--- src/rtl/prd_pkg.sv ---
`timescale 1ns / 1ps
// ----------------------------------------------------------------------------
// prd_pkg
// Shared widths, constants, register codes and types of the pulse rate
// detector.
// ----------------------------------------------------------------------------
package prd_pkg;

	localparam int WINDOW     = 50;
	localparam int FILL_W     = $clog2(WINDOW + 1);

	localparam int SAMPLE_W   = 12;
	localparam int GATE_W     = 11;
	localparam int TICK_W     = 16;
	localparam int PERIOD_W   = 10;
	localparam int BPM_W      = 8;
	localparam int PROD_W     = TICK_W + PERIOD_W;

	localparam int CFG_IDX_W  = 3;
	localparam int CFG_DATA_W = 10;

	localparam int DIV_W      = 16;
	localparam int DIV_CNT_W  = $clog2(DIV_W);

	localparam logic [DIV_W-1:0] RATE_NUMERATOR = DIV_W'(60000);

	localparam logic [PERIOD_W-1:0] PERIOD_RST  = PERIOD_W'(20);
	localparam logic [BPM_W-1:0]    FLOOR_RST   = BPM_W'(30);
	localparam logic [BPM_W-1:0]    CEILING_RST = BPM_W'(200);
	localparam logic [BPM_W-1:0]    RLOW_RST    = BPM_W'(60);
	localparam logic [BPM_W-1:0]    RHIGH_RST   = BPM_W'(100);

	typedef enum logic [CFG_IDX_W-1:0] {
		REG_PERIOD  = 3'd0,
		REG_FLOOR   = 3'd1,
		REG_CEILING = 3'd2,
		REG_RLOW    = 3'd3,
		REG_RHIGH   = 3'd4
	} prd_reg_t;

	typedef struct packed {
		logic busy;
		logic done;
	} prd_div_stat_t;

endpackage

--- src/rtl/prd_if.sv ---
`timescale 1ns / 1ps
// ----------------------------------------------------------------------------
// prd_if
// Valid/ready channels of the pulse rate detector: sample, result and
// configuration write.
// ----------------------------------------------------------------------------
interface prd_sample_if import prd_pkg::*; ();
	logic                valid;
	logic                ready;
	logic [SAMPLE_W-1:0] sample;

	modport source (output valid, output sample, input ready);
	modport sink   (input valid, input sample, output ready);
endinterface

interface prd_result_if import prd_pkg::*; ();
	logic                valid;
	logic                ready;
	logic                beat_edge;
	logic [BPM_W-1:0]    bpm;
	logic                report_valid;
	logic                led_level;
	logic [SAMPLE_W-1:0] midpoint;

	modport source (output valid, output beat_edge, output bpm, output report_valid,
		output led_level, output midpoint, input ready);
	modport sink   (input valid, input beat_edge, input bpm, input report_valid,
		input led_level, input midpoint, output ready);
endinterface

interface prd_cfg_if import prd_pkg::*; ();
	logic                  valid;
	logic                  ready;
	logic [CFG_IDX_W-1:0]  index;
	logic [CFG_DATA_W-1:0] data;

	modport source (output valid, output index, output data, input ready);
	modport sink   (input valid, input index, input data, output ready);
endinterface

--- src/rtl/prd_div.sv ---
`timescale 1ns / 1ps
// ----------------------------------------------------------------------------
// prd_div
// Restoring serial divider: RATE_NUMERATOR / divisor, one quotient bit per
// cycle. Divisor must be nonzero and held stable while busy.
// ----------------------------------------------------------------------------
module prd_div import prd_pkg::*; (
	input  logic             clk,
	input  logic             arst_n,
	input  logic             start,
	input  logic [DIV_W-1:0] divisor,
	output logic [DIV_W-1:0] quotient,
	output prd_div_stat_t    stat
);

	logic [DIV_W-1:0]     rem_q;
	logic [DIV_W-1:0]     num_q;
	logic [DIV_CNT_W-1:0] cnt_q;
	logic                 busy_q;
	logic                 done_q;
	logic [DIV_W:0]       trial;
	logic                 fits;
	logic [DIV_W:0]       diff;

	// shift in the next numerator bit and try the subtract
	assign trial = {rem_q, num_q[DIV_W-1]};
	assign fits  = trial >= {1'b0, divisor};
	assign diff  = trial - {1'b0, divisor};

	always_ff @(posedge clk or negedge arst_n) begin
		if (!arst_n) begin
			busy_q <= 1'b0;
			done_q <= 1'b0;
			cnt_q  <= '0;
		end else begin
			done_q <= 1'b0;
			if (start) begin
				busy_q <= 1'b1;
				cnt_q  <= '0;
			end else if (busy_q) begin
				cnt_q <= cnt_q + 1'b1;
				if (cnt_q == DIV_CNT_W'(DIV_W - 1)) begin
					busy_q <= 1'b0;
					done_q <= 1'b1;
				end
			end
		end
	end

	always_ff @(posedge clk) begin
		if (start) begin
			rem_q <= '0;
			num_q <= RATE_NUMERATOR;
		end else if (busy_q) begin
			rem_q <= fits ? diff[DIV_W-1:0] : trial[DIV_W-1:0];
			num_q <= {num_q[DIV_W-2:0], fits};
		end
	end

	assign quotient  = num_q;
	assign stat.busy = busy_q;
	assign stat.done = done_q;

	a_done_pulse: assert property (@(posedge clk) disable iff (!arst_n)
		done_q |=> !done_q)
		else $error("divider done held longer than one cycle");
	a_no_restart: assert property (@(posedge clk) disable iff (!arst_n)
		start |-> !busy_q)
		else $error("divider restarted while busy");
	a_done_after_busy: assert property (@(posedge clk) disable iff (!arst_n)
		$rose(done_q) |-> $fell(busy_q))
		else $error("divider done without finishing a pass");

endmodule

--- src/rtl/pulse_rate_detector_unit.sv ---
`timescale 1ns / 1ps
// ----------------------------------------------------------------------------
// pulse_rate_detector_unit
// Adaptive-threshold heart rate detector: batch max/min tracking, midpoint
// crossing detection, beat interval timing and a serial rate divider.
// ----------------------------------------------------------------------------
//  channel | role   | payload
//  --------+--------+-----------------------------------------------------
//  smp     | sink   | sample[11:0]
//  res     | source | beat_edge, bpm[7:0], report_valid, led_level,
//          |        | midpoint[11:0]
//  cfg     | sink   | index[2:0], data[9:0]; ready is always high
//
// One word on smp yields exactly one word on res.
// A plain sample passes the batch, crossing and finish steps before the next
// accept, its result word registered at the finish step; an even crossing that
// measures a new rate also passes the multiply, 16-step serial divider and clamp
// steps, and one with a zero interval skips the divider.
// smp is ready only in the idle state; a finished result sits in the
// output register so the next sample can be taken while it waits.
// A stalled res holds the sequencer in its final step until the slot frees.
// arst_n clears all control and detector state; no clearing pass.
// ----------------------------------------------------------------------------
module pulse_rate_detector_unit import prd_pkg::*; (
	input  logic          clk,
	input  logic          arst_n,
	prd_sample_if.sink    smp,
	prd_result_if.source  res,
	prd_cfg_if.sink       cfg
);

	typedef enum logic [2:0] {
		S_IDLE,
		S_BATCH,
		S_CROSS,
		S_MULT,
		S_DIV,
		S_CLAMP,
		S_FINISH
	} state_t;

	state_t state_q;

	logic [PERIOD_W-1:0] period_q;
	logic [BPM_W-1:0]    floor_q;
	logic [BPM_W-1:0]    ceiling_q;
	logic [BPM_W-1:0]    rlow_q;
	logic [BPM_W-1:0]    rhigh_q;

	logic [SAMPLE_W-1:0] sample_q;
	logic [SAMPLE_W-1:0] prev_q;
	logic [FILL_W-1:0]   fill_q;
	logic [SAMPLE_W-1:0] max_q;
	logic [SAMPLE_W-1:0] min_q;
	logic [SAMPLE_W-1:0] mid_q;
	logic [GATE_W-1:0]   gate_q;
	logic                above_q;
	logic                parity_q;
	logic [TICK_W-1:0]   tick_q;
	logic [TICK_W-1:0]   stamp_q;
	logic [BPM_W-1:0]    bpm_q;
	logic                led_q;
	logic                edge_q;
	logic [TICK_W-1:0]   span_q;
	logic [DIV_W-1:0]    interval_q;

	logic                res_valid_q;
	logic                res_edge_q;
	logic [BPM_W-1:0]    res_bpm_q;
	logic                res_report_q;
	logic                res_led_q;
	logic [SAMPLE_W-1:0] res_mid_q;

	logic signed [SAMPLE_W:0] rise;
	logic signed [SAMPLE_W:0] gate_ext;
	logic                     take;
	logic [SAMPLE_W-1:0]      max_nx;
	logic [SAMPLE_W-1:0]      min_nx;
	logic [FILL_W-1:0]        fill_inc;
	logic [SAMPLE_W:0]        mid_sum;
	logic [SAMPLE_W-1:0]      spread;
	logic                     now_above;
	logic [PROD_W-1:0]        product;
	logic [DIV_W-1:0]         product_sat;
	logic [DIV_W-1:0]         rate;
	logic [DIV_W-1:0]         rate_top;
	logic [BPM_W-1:0]         rate_clamped;
	logic                     report;
	logic                     slot_free;
	logic                     div_start;
	logic [DIV_W-1:0]         quotient;
	prd_div_stat_t            div_stat;

	// batch step
	assign rise     = $signed({1'b0, sample_q}) - $signed({1'b0, prev_q});
	assign gate_ext = $signed({2'b00, gate_q});
	assign take     = rise < gate_ext;
	assign max_nx   = (fill_q == '0 || sample_q > max_q) ? sample_q : max_q;
	assign min_nx   = (fill_q == '0 || sample_q < min_q) ? sample_q : min_q;
	assign fill_inc = fill_q + 1'b1;
	assign mid_sum  = {1'b0, max_nx} + {1'b0, min_nx};
	assign spread   = max_nx - min_nx;

	assign now_above = sample_q > mid_q;

	// interval = tick span times period, saturated to 16 bits
	assign product     = PROD_W'(span_q) * PROD_W'(period_q);
	assign product_sat = (product[PROD_W-1:DIV_W] != '0) ? {DIV_W{1'b1}}
		: product[DIV_W-1:0];
	assign div_start   = (state_q == S_MULT) && (product_sat != '0);

	// zero interval means no divide: take the ceiling
	assign rate         = (interval_q == '0) ? DIV_W'(ceiling_q) : quotient;
	assign rate_top     = (rate > DIV_W'(ceiling_q)) ? DIV_W'(ceiling_q) : rate;
	assign rate_clamped = (rate_top < DIV_W'(floor_q)) ? floor_q : rate_top[BPM_W-1:0];

	assign report    = edge_q && (bpm_q >= rlow_q) && (bpm_q <= rhigh_q);
	assign slot_free = !res_valid_q || res.ready;

	prd_div u_div (
		.clk      (clk),
		.arst_n   (arst_n),
		.start    (div_start),
		.divisor  (interval_q),
		.quotient (quotient),
		.stat     (div_stat)
	);

	assign cfg.ready = 1'b1;

	always_ff @(posedge clk or negedge arst_n) begin
		if (!arst_n) begin
			period_q  <= PERIOD_RST;
			floor_q   <= FLOOR_RST;
			ceiling_q <= CEILING_RST;
			rlow_q    <= RLOW_RST;
			rhigh_q   <= RHIGH_RST;
		end else if (cfg.valid) begin
			case (prd_reg_t'(cfg.index))
				REG_PERIOD:  period_q  <= cfg.data;
				REG_FLOOR:   floor_q   <= cfg.data[BPM_W-1:0];
				REG_CEILING: ceiling_q <= cfg.data[BPM_W-1:0];
				REG_RLOW:    rlow_q    <= cfg.data[BPM_W-1:0];
				REG_RHIGH:   rhigh_q   <= cfg.data[BPM_W-1:0];
				default: ;
			endcase
		end
	end

	always_ff @(posedge clk or negedge arst_n) begin
		if (!arst_n) begin
			state_q      <= S_IDLE;
			sample_q     <= '0;
			prev_q       <= '0;
			fill_q       <= '0;
			max_q        <= '0;
			min_q        <= '0;
			mid_q        <= '0;
			gate_q       <= '0;
			above_q      <= 1'b0;
			parity_q     <= 1'b0;
			tick_q       <= '0;
			stamp_q      <= '0;
			bpm_q        <= '0;
			led_q        <= 1'b0;
			edge_q       <= 1'b0;
			span_q       <= '0;
			interval_q   <= '0;
			res_valid_q  <= 1'b0;
			res_edge_q   <= 1'b0;
			res_bpm_q    <= '0;
			res_report_q <= 1'b0;
			res_led_q    <= 1'b0;
			res_mid_q    <= '0;
		end else begin
			// raise on a finished word, drop once the word is taken
			if (state_q == S_FINISH && slot_free) begin
				res_valid_q <= 1'b1;
			end else if (res.ready) begin
				res_valid_q <= 1'b0;
			end
			case (state_q)
				S_IDLE: begin
					if (smp.valid) begin
						sample_q <= smp.sample;
						state_q  <= S_BATCH;
					end
				end
				S_BATCH: begin
					prev_q <= sample_q;
					if (take) begin
						max_q <= max_nx;
						min_q <= min_nx;
						if (FILL_W'(WINDOW) <= fill_inc) begin
							fill_q <= '0;
							mid_q  <= mid_sum[SAMPLE_W:1];
							gate_q <= spread[SAMPLE_W-1:1];
						end else begin
							fill_q <= fill_inc;
						end
					end
					state_q <= S_CROSS;
				end
				S_CROSS: begin
					above_q <= now_above;
					edge_q  <= !above_q && now_above;
					state_q <= S_FINISH;
					if (!above_q && now_above) begin
						parity_q <= !parity_q;
						if (!parity_q) begin
							stamp_q <= tick_q;
							led_q   <= 1'b0;
						end else begin
							led_q  <= 1'b1;
							tick_q <= '0;
							span_q <= tick_q - stamp_q;
							if (tick_q > stamp_q) begin
								state_q <= S_MULT;
							end
						end
					end
				end
				S_MULT: begin
					interval_q <= product_sat;
					state_q    <= (product_sat != '0) ? S_DIV : S_CLAMP;
				end
				S_DIV: begin
					if (div_stat.done) begin
						state_q <= S_CLAMP;
					end
				end
				S_CLAMP: begin
					bpm_q   <= rate_clamped;
					state_q <= S_FINISH;
				end
				S_FINISH: begin
					// hold until the output slot frees
					if (slot_free) begin
						res_edge_q   <= edge_q;
						res_bpm_q    <= bpm_q;
						res_report_q <= report;
						res_led_q    <= led_q;
						res_mid_q    <= mid_q;
						tick_q       <= tick_q + 1'b1;
						state_q      <= S_IDLE;
					end
				end
				default: state_q <= S_IDLE;
			endcase
		end
	end

	assign smp.ready        = (state_q == S_IDLE);
	assign res.valid        = res_valid_q;
	assign res.beat_edge    = res_edge_q;
	assign res.bpm          = res_bpm_q;
	assign res.report_valid = res_report_q;
	assign res.led_level    = res_led_q;
	assign res.midpoint     = res_mid_q;

	a_fill_bound: assert property (@(posedge clk) disable iff (!arst_n)
		fill_q < FILL_W'(WINDOW))
		else $error("batch fill count reached the window size");
	a_bpm_only_clamp: assert property (@(posedge clk) disable iff (!arst_n)
		(bpm_q != $past(bpm_q)) |-> ($past(state_q) == S_CLAMP))
		else $error("bpm changed outside the clamp step");
	a_div_idle_start: assert property (@(posedge clk) disable iff (!arst_n)
		div_start |-> !div_stat.busy)
		else $error("divider started while busy");
	a_report_on_edge: assert property (@(posedge clk) disable iff (!arst_n)
		(res_valid_q && res_report_q) |-> res_edge_q)
		else $error("report raised without a beat edge");
	a_finish_loads: assert property (@(posedge clk) disable iff (!arst_n)
		(state_q == S_FINISH && slot_free) |=> (res_valid_q && state_q == S_IDLE))
		else $error("finished word not loaded into the output slot");

endmodule
--- src/flat_wrapper.sv ---
// flat-port wrapper written by rule: the top's interface ports become plain ports
module pulse_rate_detector_unit_flat import prd_pkg::*;
  (clk, arst_n, smp_valid, smp_sample, smp_ready, res_valid, res_beat_edge, res_bpm, res_report_valid, res_led_level, res_midpoint, res_ready, cfg_valid, cfg_index, cfg_data, cfg_ready);
  prd_sample_if smp_i ();
  prd_result_if res_i ();
  prd_cfg_if cfg_i ();
  input  logic clk;
  input  logic arst_n;
  input wire logic [$bits(smp_i.valid)-1:0] smp_valid;
  input wire logic [$bits(smp_i.sample)-1:0] smp_sample;
  output wire logic [$bits(smp_i.ready)-1:0] smp_ready;
  output wire logic [$bits(res_i.valid)-1:0] res_valid;
  output wire logic [$bits(res_i.beat_edge)-1:0] res_beat_edge;
  output wire logic [$bits(res_i.bpm)-1:0] res_bpm;
  output wire logic [$bits(res_i.report_valid)-1:0] res_report_valid;
  output wire logic [$bits(res_i.led_level)-1:0] res_led_level;
  output wire logic [$bits(res_i.midpoint)-1:0] res_midpoint;
  input wire logic [$bits(res_i.ready)-1:0] res_ready;
  input wire logic [$bits(cfg_i.valid)-1:0] cfg_valid;
  input wire logic [$bits(cfg_i.index)-1:0] cfg_index;
  input wire logic [$bits(cfg_i.data)-1:0] cfg_data;
  output wire logic [$bits(cfg_i.ready)-1:0] cfg_ready;
  assign smp_i.valid = smp_valid;
  assign smp_i.sample = smp_sample;
  assign smp_ready = smp_i.ready;
  assign res_valid = res_i.valid;
  assign res_beat_edge = res_i.beat_edge;
  assign res_bpm = res_i.bpm;
  assign res_report_valid = res_i.report_valid;
  assign res_led_level = res_i.led_level;
  assign res_midpoint = res_i.midpoint;
  assign res_i.ready = res_ready;
  assign cfg_i.valid = cfg_valid;
  assign cfg_i.index = cfg_index;
  assign cfg_i.data = cfg_data;
  assign cfg_ready = cfg_i.ready;
  pulse_rate_detector_unit u_core (.clk(clk), .arst_n(arst_n), .smp(smp_i), .res(res_i), .cfg(cfg_i));
endmodule
--- config.mk ---
export PLATFORM = sky130hd
export DESIGN_NAME = pulse_rate_detector_unit_flat
export DESIGN_NICKNAME = d
export VERILOG_FILES = /design/src/rtl/prd_pkg.sv /design/src/rtl/prd_if.sv /design/src/rtl/prd_div.sv /design/src/rtl/pulse_rate_detector_unit.sv /design/src/flat_wrapper.sv
export SDC_FILE = /design/constraint.sdc
export NUM_CORES = 1
export LEC_CHECK = 0
export CORE_ASPECT_RATIO = 1.1
export CORE_MARGIN = 1
export CORE_UTILIZATION = 50
export DETAILED_ROUTE_END_ITERATION = 10
export DONT_BUFFER_PORTS = 1
export GPL_TIMING_DRIVEN = 1
export HOLD_SLACK_MARGIN = 0.12
export PLACE_DENSITY = 0.73
export SETUP_SLACK_MARGIN = 0.2
export SLEW_MARGIN = 20
export SYNTH_ARGS = -nofsm -noshare
export SYNTH_HDL_FRONTEND = slang
export SYNTH_SLANG_ARGS = --single-unit
--- constraint.sdc ---
create_clock -name clk -period 6.4 [get_ports clk]
set_input_delay 0.64 -clock clk [delete_from_list [all_inputs] [get_ports clk]]
set_output_delay 0.64 -clock clk [all_outputs]
set_load 0.01 [all_outputs]
==> results of run 1 <==
==> critical path, delay by kind of cell, from the launching register on <==
family | cells | cell delay [ns]
buf+inv | 7 | 0.63
compound gates | 4 | 0.82
simple gates | 6 | 1.18
fa+ha+maj | 6 | 2.69
flops | 1 | 0.60
xor+xnor | 1 | 0.24
==> power groups by stage <==
stage | registers, mW | clock network, mW | logic [mW]
global route | 2.90 | 1.97 | 9.96
detailed placement | 2.85 | 0 | 8.17
global placement | 2.82 | 0 | 7.90
finish | 2.83 | 1.87 | 8.84
CTS | 2.83 | 1.91 | 8.30
floorplan | 2.52 | 0 | 6.56
==> sequential cells by signal (all words and copies together), names as in the netlist, 16 cells and up <==
name and cells:
u_core.u_div.rem_q 16, u_core.interval_q 16, u_core.span_q 16, u_core.stamp_q 16
u_core.u_div.quotient 16, u_core.tick_q 16
==> Yosys cell counts, drive strengths merged, types with 6 or more instances <==
cell	number	area share, %
or2	9	0.27
mux2i	30	1.4
a21o	38	1.4
a21oi	111	2.7
nand3	28	0.67
nor2b	33	0.99
and2	102	3.1
nand2	233	4.2
and3	18	0.54
xnor2	47	2.0
a211oi	24	1.0
o22ai	10	0.30
o21bai	11	0.40
mux2	78	4.2
a211o	12	0.51
ha	208	13
nand4	21	0.63
or3	6	0.18
dfxtp	32	3.1
o21ai	169	4.1
nor4	18	0.64
buf	15	0.38
o31ai	12	0.43
nor3	21	0.51
xor2	33	1.4
fa	115	11
dfrtp	212	26
inv	293	5.3
a31oi	23	0.69
clkbuf	77	1.4
nor2	149	2.7
o21a	10	0.36
nand2b	25	0.75
a21boi	8	0.29
dfstp	16	2.0
==> per-layer routing <==
| layer | vias up | GRT usage (%) |
|---|---|---|
| li1 | 7734 | - |
| met1 | 7762 | 27.8 |
| met2 | 324 | 39.3 |
| met3 | 106 | 2.77 |
| met4 | 0 | 9.92 |
| met5 | - | 0 |
==> worst max-delay path by stage <==
stage,from,endpoint,slack (ns),cells after the start
floorplan,u_core.period_q[3],u_core.interval_q[10],0.23,24
global placement,u_core.period_q[2],u_core.u_div.quotient[11],0.20,23
detailed placement,u_core.period_q[2],u_core.u_div.quotient[15],0.02,22
CTS,u_core.period_q[2],u_core.interval_q[4],0.20,24
global route,u_core.period_q[2],u_core.interval_q[14],-0.05,24
finish,u_core.period_q[2],u_core.interval_q[2],0.11,24
==> logic make-up (layout without fill, tap and decap cells) <==
group,count (synthesis),in the layout
buffers and inverters,385,427
and+or+nand+nor,682,682
muxes,108,108
other,1,1
adders and majority gates,323,323
AOI/OAI and AO/OA,463,463
xor gates and xnor gates,80,80
DFF,260,260
==> cell type report <==
| class | count | area (µm²) |
|---|---|---|
| clock inverters | 14 | 240 |
| flip-flops and latches | 260 | 6390 |
| well taps | 560 | 701 |
| clock buffers | 40 | 837 |
| fillers | 3522 | 17700 |
| repair buffers | 80 | 811 |
| multi-input cells | 1657 | 13400 |
| inverters | 293 | 1100 |
==> what timing repair did <==
item	in CTS	in global routing
pin swaps	4	53
setup endpoints to repair	38	55
endpoints found under the hold margin	228	86
gates resized for setup	12	84
hold buffers	1	1
cloned	0	6
setup buffers	4	29
==> layout by cell type, fill, tap and decap left out, types with 7 or more instances in the layout <==
cell and instances:
sky130_fd_sc_hd__fa_1 114, sky130_fd_sc_hd__nor2b_1 32, sky130_fd_sc_hd__a31oi_1 23, sky130_fd_sc_hd__nand3_1 27
sky130_fd_sc_hd__nor4_1 16, sky130_fd_sc_hd__clkbuf_16 33, sky130_fd_sc_hd__a21o_1 38, sky130_fd_sc_hd__ha_4 9
sky130_fd_sc_hd__nor2_1 140, sky130_fd_sc_hd__a21oi_1 107, sky130_fd_sc_hd__nand2_1 231, sky130_fd_sc_hd__dfrtp_2 14
sky130_fd_sc_hd__and2_1 98, sky130_fd_sc_hd__a211o_1 12, sky130_fd_sc_hd__a21boi_0 7, sky130_fd_sc_hd__ha_1 196
sky130_fd_sc_hd__buf_4 61, sky130_fd_sc_hd__mux2i_1 30, sky130_fd_sc_hd__or2_2 8, sky130_fd_sc_hd__o21a_1 10
sky130_fd_sc_hd__dfxtp_1 32, sky130_fd_sc_hd__and3_1 18, sky130_fd_sc_hd__o22ai_1 9, sky130_fd_sc_hd__a211oi_1 18
sky130_fd_sc_hd__xor2_1 33, sky130_fd_sc_hd__mux2_2 78, sky130_fd_sc_hd__nor3_1 19, sky130_fd_sc_hd__inv_1 287
sky130_fd_sc_hd__dfrtp_1 197, sky130_fd_sc_hd__nand2b_1 25, sky130_fd_sc_hd__clkbuf_8 7, sky130_fd_sc_hd__nand4_1 21
sky130_fd_sc_hd__o31ai_1 9, sky130_fd_sc_hd__o21bai_1 10, sky130_fd_sc_hd__dfstp_2 16, sky130_fd_sc_hd__o21ai_0 159
sky130_fd_sc_hd__xnor2_1 46
==> stage by stage <==
| step | total power [mW] | instances | hold WS [ns] |
|---|---|---|---|
| finish | 13.5 | 2904 | 0.158 |
| global route | 14.8 | 2904 | 0.161 |
| CTS | 13.0 | 2867 | 0.131 |
| detailed placement | 11.0 | 2808 | 0.366 |
| floorplan | 9.08 | 2302 | 0.344 |
| global placement | 10.7 | 2808 | 0.364 |
==> results.md, run 1 <==
Setup path:
- In this design, the stage delay of the slowest critical-path cell is 0.60 ns.
- The path type of the worst setup path is reg2reg.
- In this run the worst path has a maximum fanout of 8.
- In this run the critical register-to-register path is captured at u_core.interval_q[2].
- The most used cell along the critical path is sky130_fd_sc_hd__fa_1.
- The number of cells on the worst reg-to-reg path is 24.
- The arrival time reported for the critical path endpoint is 6.72 ns.
- For this design, the slowest cell found on the critical path is sky130_fd_sc_hd__dfstp_2.
- The setup check on the worst reg-to-reg path leaves a slack of 0.11 ns.
- The kind of end point of the critical path is a register.
- The worst setup path is launched from a register.
- The startpoint identified for the worst register-to-register timing path is u_core.period_q[2].
- The signal on the critical path passes through nand2_2, fa_1, inv_1, fa_1, inv_2, fa_1, inv_1, fa_1, inv_2, fa_1, inv_2, ha_4, nor3_4, nand3_2, a41oi_4, o21bai_2, a31oi_1, xor2_1, nand4_1, nor4_2, buf_4, nor3b_4, clkbuf_16, a31oi_1.
- At the worst endpoint, the required time is 6.84 ns.

Power:
- Of the total power, the clock network draws 13.8%.
- The power share of the sequential group is 20.9%.
- The power density relative to cell area is 578 nW/µm².
- VDD sags by at most 0.000562 V.
- The static leakage power is 11.3 nW.
- The proportion of total power due to net switching is 45.9%.
- In this run, the combinational gates consume 65.3% of the power.
- The internal power of the cells totals 7.33 mW.
- The analysis attributes to net switching a power of 6.21 mW.

Clock tree:
- The cell sitting at the root of the clock tree is a sky130_fd_sc_hd__clkbuf_16.
- The number of H-tree levels is 1.
- The number of clock sinks is 260.
- Counting along the longest clock path gives a buffer depth of 3.
- The clock network latency to the later pin of the worst-skew pair is 0.59 ns.
- The clock-pin slew on the worst setup and hold paths is 0.06 ns.
- TritonCTS created 29 clock buffers.
- TritonCTS built the clock tree.

Logic synthesis:
- The simple-gate share of the synthesized area is 16.0%.
- The proportion of synthesized chip area in sequential cells is 30.6%.
- Dividing the synthesized area by the synthesized cell count gives 9.04 µm².
- The synthesized-area fraction occupied by ao, oa, aoi and oai cells is 13.7%.
- The synthesized design contains 0 enable-type register cells.
- The synthesized-area fraction occupied by xor and xnor cells is 3.37%.
- The distinct cell type count after synthesis is 77.
- The adder-cell share of the synthesized area is 23.6%.
- The multiplexer share of the synthesized area is 5.67%.
- The flip-flop and latch count after synthesis is 260.
- The total of warnings raised by yosys is 0.
- After synthesis, the largest family of logic cells by area is adder cells.
- After synthesis the cells add up to 20800 µm².
- Synthesis produced a netlist whose cell count is 2302.
- When the netlist entered floorplanning its net count stood at 2655.
- Among all flip-flop cells after synthesis, the most frequent one is sky130_fd_sc_hd__dfrtp_1.
- The share of flip-flops with an asynchronous set or reset is 87.7%.

Drt:
- Summed over all nets, wire length on met2 after detailed routing comes to 24100 µm.
- The final layout contains routed wiring with a total length of 48500 µm.
- The wire length per cell is 16.7 µm.
- The uppermost layer routed is met4.
- In the routed layout, each cell is associated on average with a via count of 5.48.
- In the detailed route, the total length drawn on met3 is 2040 µm.
- The via count is 15900.
- The length of routed wiring on met1 is 20300 µm.
- For this run, design rule violations remaining after detail routing come to 1.
- The iteration count of the initial detailed-routing pass is 8.
- The initial DRC count is 830.
- The remaining number of nets flagged by the antenna check after routing is 0.

Placement:
- Timing analysis after detailed placement gives a worst setup slack of 0.0199 ns.
- The placed instance area is 21500 µm².
- The final weighted congestion in routability-driven placement is 0.905.
- After legalization and detailed placement, the total HPWL measured 36100 µm.
- The count of input and output buffers is 0.

Die:
- The placeable core region is 41100 µm².
- The initialized floorplan defines 78 standard-cell rows.
- The height of the die is 216 µm.
- The starting density of the core is 50.6%.
- The full die area is 42400 µm².
- The die is 196 µm wide.
- During I/O placement, the number of pins put on the boundary was 56.

GRT:
- The largest net degree at the start of global routing is 229.
- The number of global-route vias before repair is 15700.
- The initial antenna violation count was 0.
- Across every metal layer, demand over resource in global routing totals 22.5%.
- The total overflow left after global routing is 0.
- The first global-routing pass estimated 77500 µm of wire.

Timing:
- The total negative slack for setup checks is 0 ns.
- Setup slack on the critical path of the routed design comes to 0.114 ns.
- Setup repair after global routing could not meet its margin everywhere.
- Based on the critical path, the design can be clocked at up to 159 MHz.
- The final count of hold timing violations is 0.
- The share of the clock period used by the worst path is 98.2%.
- The clock period minus worst slack is 6.29 ns.
- The final count of pins violating max slew came to 0.
- Between clock sinks in the finished design, the worst skew comes to 0.0297 ns.
- At the pin with the least slew margin, the transition time is 1.07 ns.
- Setup violations remaining at the end of the flow were counted as 0.
- The normalized max-slew margin is 28.1%.

Final layout:
- The final layout contains 2674 nets.
- The number of antenna diodes in the final layout is 0.
- Cells with a size suffix above 1 make up 13.7% of the layout.
- The final standard cell utilization of the core is 57.0%.
- After routing the design area is 23400 µm².
- Relative to the synthesized area, the layout overhead comes to 12.6%.

Worst hold path:
- The critical hold path startpoint is cfg_data[1].
- The type of the tightest min-delay check is in2reg.
- For hold timing, the worst endpoint is u_core.floor_q[1].
- The worst hold path was traced through 2 stages.

Status:
- The checks that failed: DRC.
- The flow ran to the end, but the final reports show violations.

Job:
- Max-cap violations in this run came to 0.
(Power assumes the default switching activity.)
==> inputs of run 2 (changes only) <==
CTS_BUF_LIST = sky130_fd_sc_hd__clkbuf_8   (was unset)
RECOVER_POWER = 50   (was unset)
==> run 2 against run 1 <==
The flow finishes with violations (DRC, capacitance limit, slew limit). Power fell by 1.1%. Sequential power is essentially flat. Register-to-register slack worse by 0.11 ns. Global-route usage increased by 0.67 points. First-iteration DRC count shrank 2.2%. Fmax shrank 1.7%. Flip-flop and latch count unchanged. Count of clock-buffer cells in the layout grew 23. Cell count up 1.9%. Worst hold slack gained 0.012 ns. Largest power group unchanged.
==> results.md, run 2 (synthesized netlist as in run 1, its figures left out) <==
Worst hold path:
- The path class of the tightest hold or removal check is in2reg.

Setup path:
- The startpoint class of the critical path is a register.
- The data required time at the worst endpoint is 6.94 ns (+0.10 ns).
- The arrival time reported for the critical path endpoint came to 6.93 ns (+0.21 ns).
- The signal on the critical path passes through clkbuf_16, nand2_1, fa_1, inv_1, fa_1, fa_1, fa_1, inv_1, fa_1, inv_2, ha_4, or2_4, a311oi_2, o31a_2, nor4_4, buf_4, o41ai_4, xnor2_2, nor4b_2, buf_4, a21boi_4, buf_12, buf_16, a211oi_2.
- The slowest cell on the critical path is sky130_fd_sc_hd__dfstp_2.
- The worst setup path is captured at a register.
- The number of buffers and inverters on the critical path is 8 (+1).
- The most used cell along the critical path is sky130_fd_sc_hd__fa_1.
- The maximum fanout encountered on the critical timing path is 6 (-2).
- The path type of the worst setup path is reg2reg.
- The kind of cell with the highest combined delay along the critical path is adder cells.
- The maximum cell stage delay along the critical path was 0.59 ns (about the same).

Timing:
- The worst setup skew after layout is 0.0539 ns (+0.0241 ns).
- The share of the clock period used by the worst path is 99.9% (+1.6 points).
- The total negative slack for setup checks was 0 ns (unchanged).
- The worst setup margin is 0.00875 ns (-0.106 ns).
- The worst-margin pin slew came to 3.33 ns (+2.26 ns).
- The clock period minus worst slack came to 6.39 ns (+0.106 ns).
- The maximum clock frequency is 156 MHz (-1.7%).
- The normalized max-slew margin is -122% (-150 points).
- The final count of pins violating max slew is 144 (+144).
- The setup-violating endpoint count in the final report is 0 (unchanged).
- Setup repair after global routing could not meet its margin everywhere.
- The hold slack was 0.170 ns (+0.0117 ns).
- The final count of hold timing violations was 0 (unchanged).

Clock tree:
- The number of H-tree levels is 2 (+1).
- The root buffer cell chosen for the clock tree is sky130_fd_sc_hd__clkbuf_8.
- The number of clock sinks is 260 (unchanged).
- The clock-pin slew on the worst setup and hold paths was 0.06 ns (about the same).
- TritonCTS built the clock tree.
- The number of buffers created by CTS is 48 (+66%).
- The maximum root-to-sink buffer count is 3 (unchanged).
- The clock network latency to the later pin of the worst-skew pair is 0.64 ns (+0.05 ns).

Placement:
- The worst setup timing slack at the placement stage came to 0.0199 ns (unchanged).
- The placed instance area is 21500 µm² (unchanged).
- The placed wire-length estimate after detailed placement is 36100 µm (unchanged).
- The count of input and output buffers is 0 (unchanged).
- The final weighted congestion in routability-driven placement is 0.905 (unchanged).
- The number of placed cells counting well taps was 2808 (unchanged).

Status:
- The checks that failed: DRC, capacitance limit, slew limit.
- The run finished, with violations left.

Die:
- The full die area is 42400 µm² (unchanged).
- The height of the die is 216 µm (unchanged).
- The placeable core region came to 41100 µm² (unchanged).
- The starting density of the core is 50.6% (unchanged).
- The number of top-level design ports is 56 (unchanged).
- The floorplan row count came to 78 (unchanged).
- The width of the chip is 196 µm (unchanged).

Power:
- The power density relative to cell area came to 570 nW/µm² (-1.3%).
- The portion of total power attributed to the clock network came to 12.6% (-1.2 points).
- The proportion of power drawn by combinational gates is 66.3% (+1.0 points).
- The overall power of the completed layout is 13.4 mW (-1.1%).
- The proportion of total power due to net switching is 47.0% (+1.2 points).
- The maximum vdd ir drop was 0.000565 V (+0.50%).
- The cell internal power dissipation is 7.09 mW (-3.2%).
- The power share of the sequential group was 21.1% (+0.2 points).
- The reported net switching power came to 6.30 mW (+1.5%).
- The static leakage power was 11.4 nW (+0.85%).

Final layout:
- The number of diodes added for antenna fixing is 0 (unchanged).
- The post-layout instance count excluding filler cells is 2960 (+1.9%).
- The cell area after layout is 23500 µm² (+0.28%).
- The most common library cell in the layout ignoring fill and taps is sky130_fd_sc_hd__inv_1.
- The final layout net count is 2714 (+1.5%).
- The share of post-route cells with drive strength above 1 was 14.7% (+1.1 points).
- The filler cell count in the final layout is 3509 (-0.37%).
- The top cell types in the final layout, fill and taps aside, are sky130_fd_sc_hd__inv_1, sky130_fd_sc_hd__nand2_1, sky130_fd_sc_hd__ha_1.
- The final standard cell utilization of the core is 57.2% (+0.16 points).
- The area growth from synthesis to layout is 13.0%.

Drt:
- The initial DRC count is 812 (-2.2%).
- The total wire length is 49700 µm (+2.4%).
- The number of design rule violations left after detail routing is 1 (unchanged).
- The via count came to 16200 (+1.9%).
- The iteration count of the initial detailed-routing pass is 9 (+1).
- The via count normalized by instance count is 5.48 (about the same).
- The remaining number of nets flagged by the antenna check after routing is 0 (unchanged).
- The wire length per cell is 16.8 µm (+0.50%).

GRT:
- The number of global-route vias before repair is 16100 (+2.6%).
- The remaining global-route overflow was 0 (unchanged).
- The global-route usage over all layers is 23.2% (+0.67 points).
- The initial antenna violation count is 0 (unchanged).
- The first-pass GRT wire length is 79200 µm (+2.2%).
- The largest net degree at the start of global routing is 229 (unchanged).

Job:
- The number of maximum-capacitance violations was 2 (+2).
run 2: changes by cell type in the layout (fill, tap and decap cells not counted), sizes merged:
| cell | before | now |
|---|---|---|
| clkbuf | 44 | 71 |
| inv | 294 | 308 |
| buf | 75 | 81 |
| bufinv | 6 | 1 |
| dlygate4sd3 | 1 | 12 |
| clkinvlp | 2 | 1 |
| clkinv | 5 | 9 |
run 2: metal layers:
metal	vias to the layer above	track usage (%)	wire (µm)
li1	7821	-	-
met1	7907	28.1	20400
met2	369	40.2	24600
met3	125	3.83	2520
met4	0	10.7	2180
met5	-	0	0
run 2: worst paths after layout:
path	from	end	slack (ns)	cells after the start
min in group asynchronous	arst_n	u_core.ceiling_q[4]	0.63	2
max in group asynchronous	arst_n	u_core.period_q[6]	1.90	3
worst max-delay path	u_core.period_q[2]	u_core.u_div.rem_q[13]	0.009	24
worst max register to register	u_core.period_q[2]	u_core.u_div.rem_q[13]	0.009	24
worst min register to register	u_core.gate_q[3]	u_core.gate_q[3]	0.48	2
worst min-delay path	cfg_data[1]	u_core.period_q[1]	0.17	1
run 2: what timing repair did:
action,4_1_cts,5_1_grt
gates resized for setup,22,72
endpoints found under the hold margin,257,86
setup endpoints to repair,53,57
gates cloned,1,6
hold buffers,12,1
buffers inserted,26,16
pin swaps,13,47
run 2: cell type report:
cell class                 count  area, µm²  area share [%]
inverter                     293       1100            4.68
multi-input combinational   1657      13300            56.7
timing repair buffer         101        978            4.16
clock inverter                26        151           0.644
tap                          560        701            2.98
sequential                   260       6390            27.2
clock buffer                  63        867            3.69
run 2: power by group through the flow:
stage | Clock [mW] | Combinational, mW | Sequential (mW)
global route | 1.80 | 9.99 | 2.90
finish | 1.69 | 8.87 | 2.83
floorplan | 0 | 6.56 | 2.52
global placement | 0 | 7.90 | 2.82
CTS | 1.73 | 8.45 | 2.81
detailed placement | 0 | 8.17 | 2.85
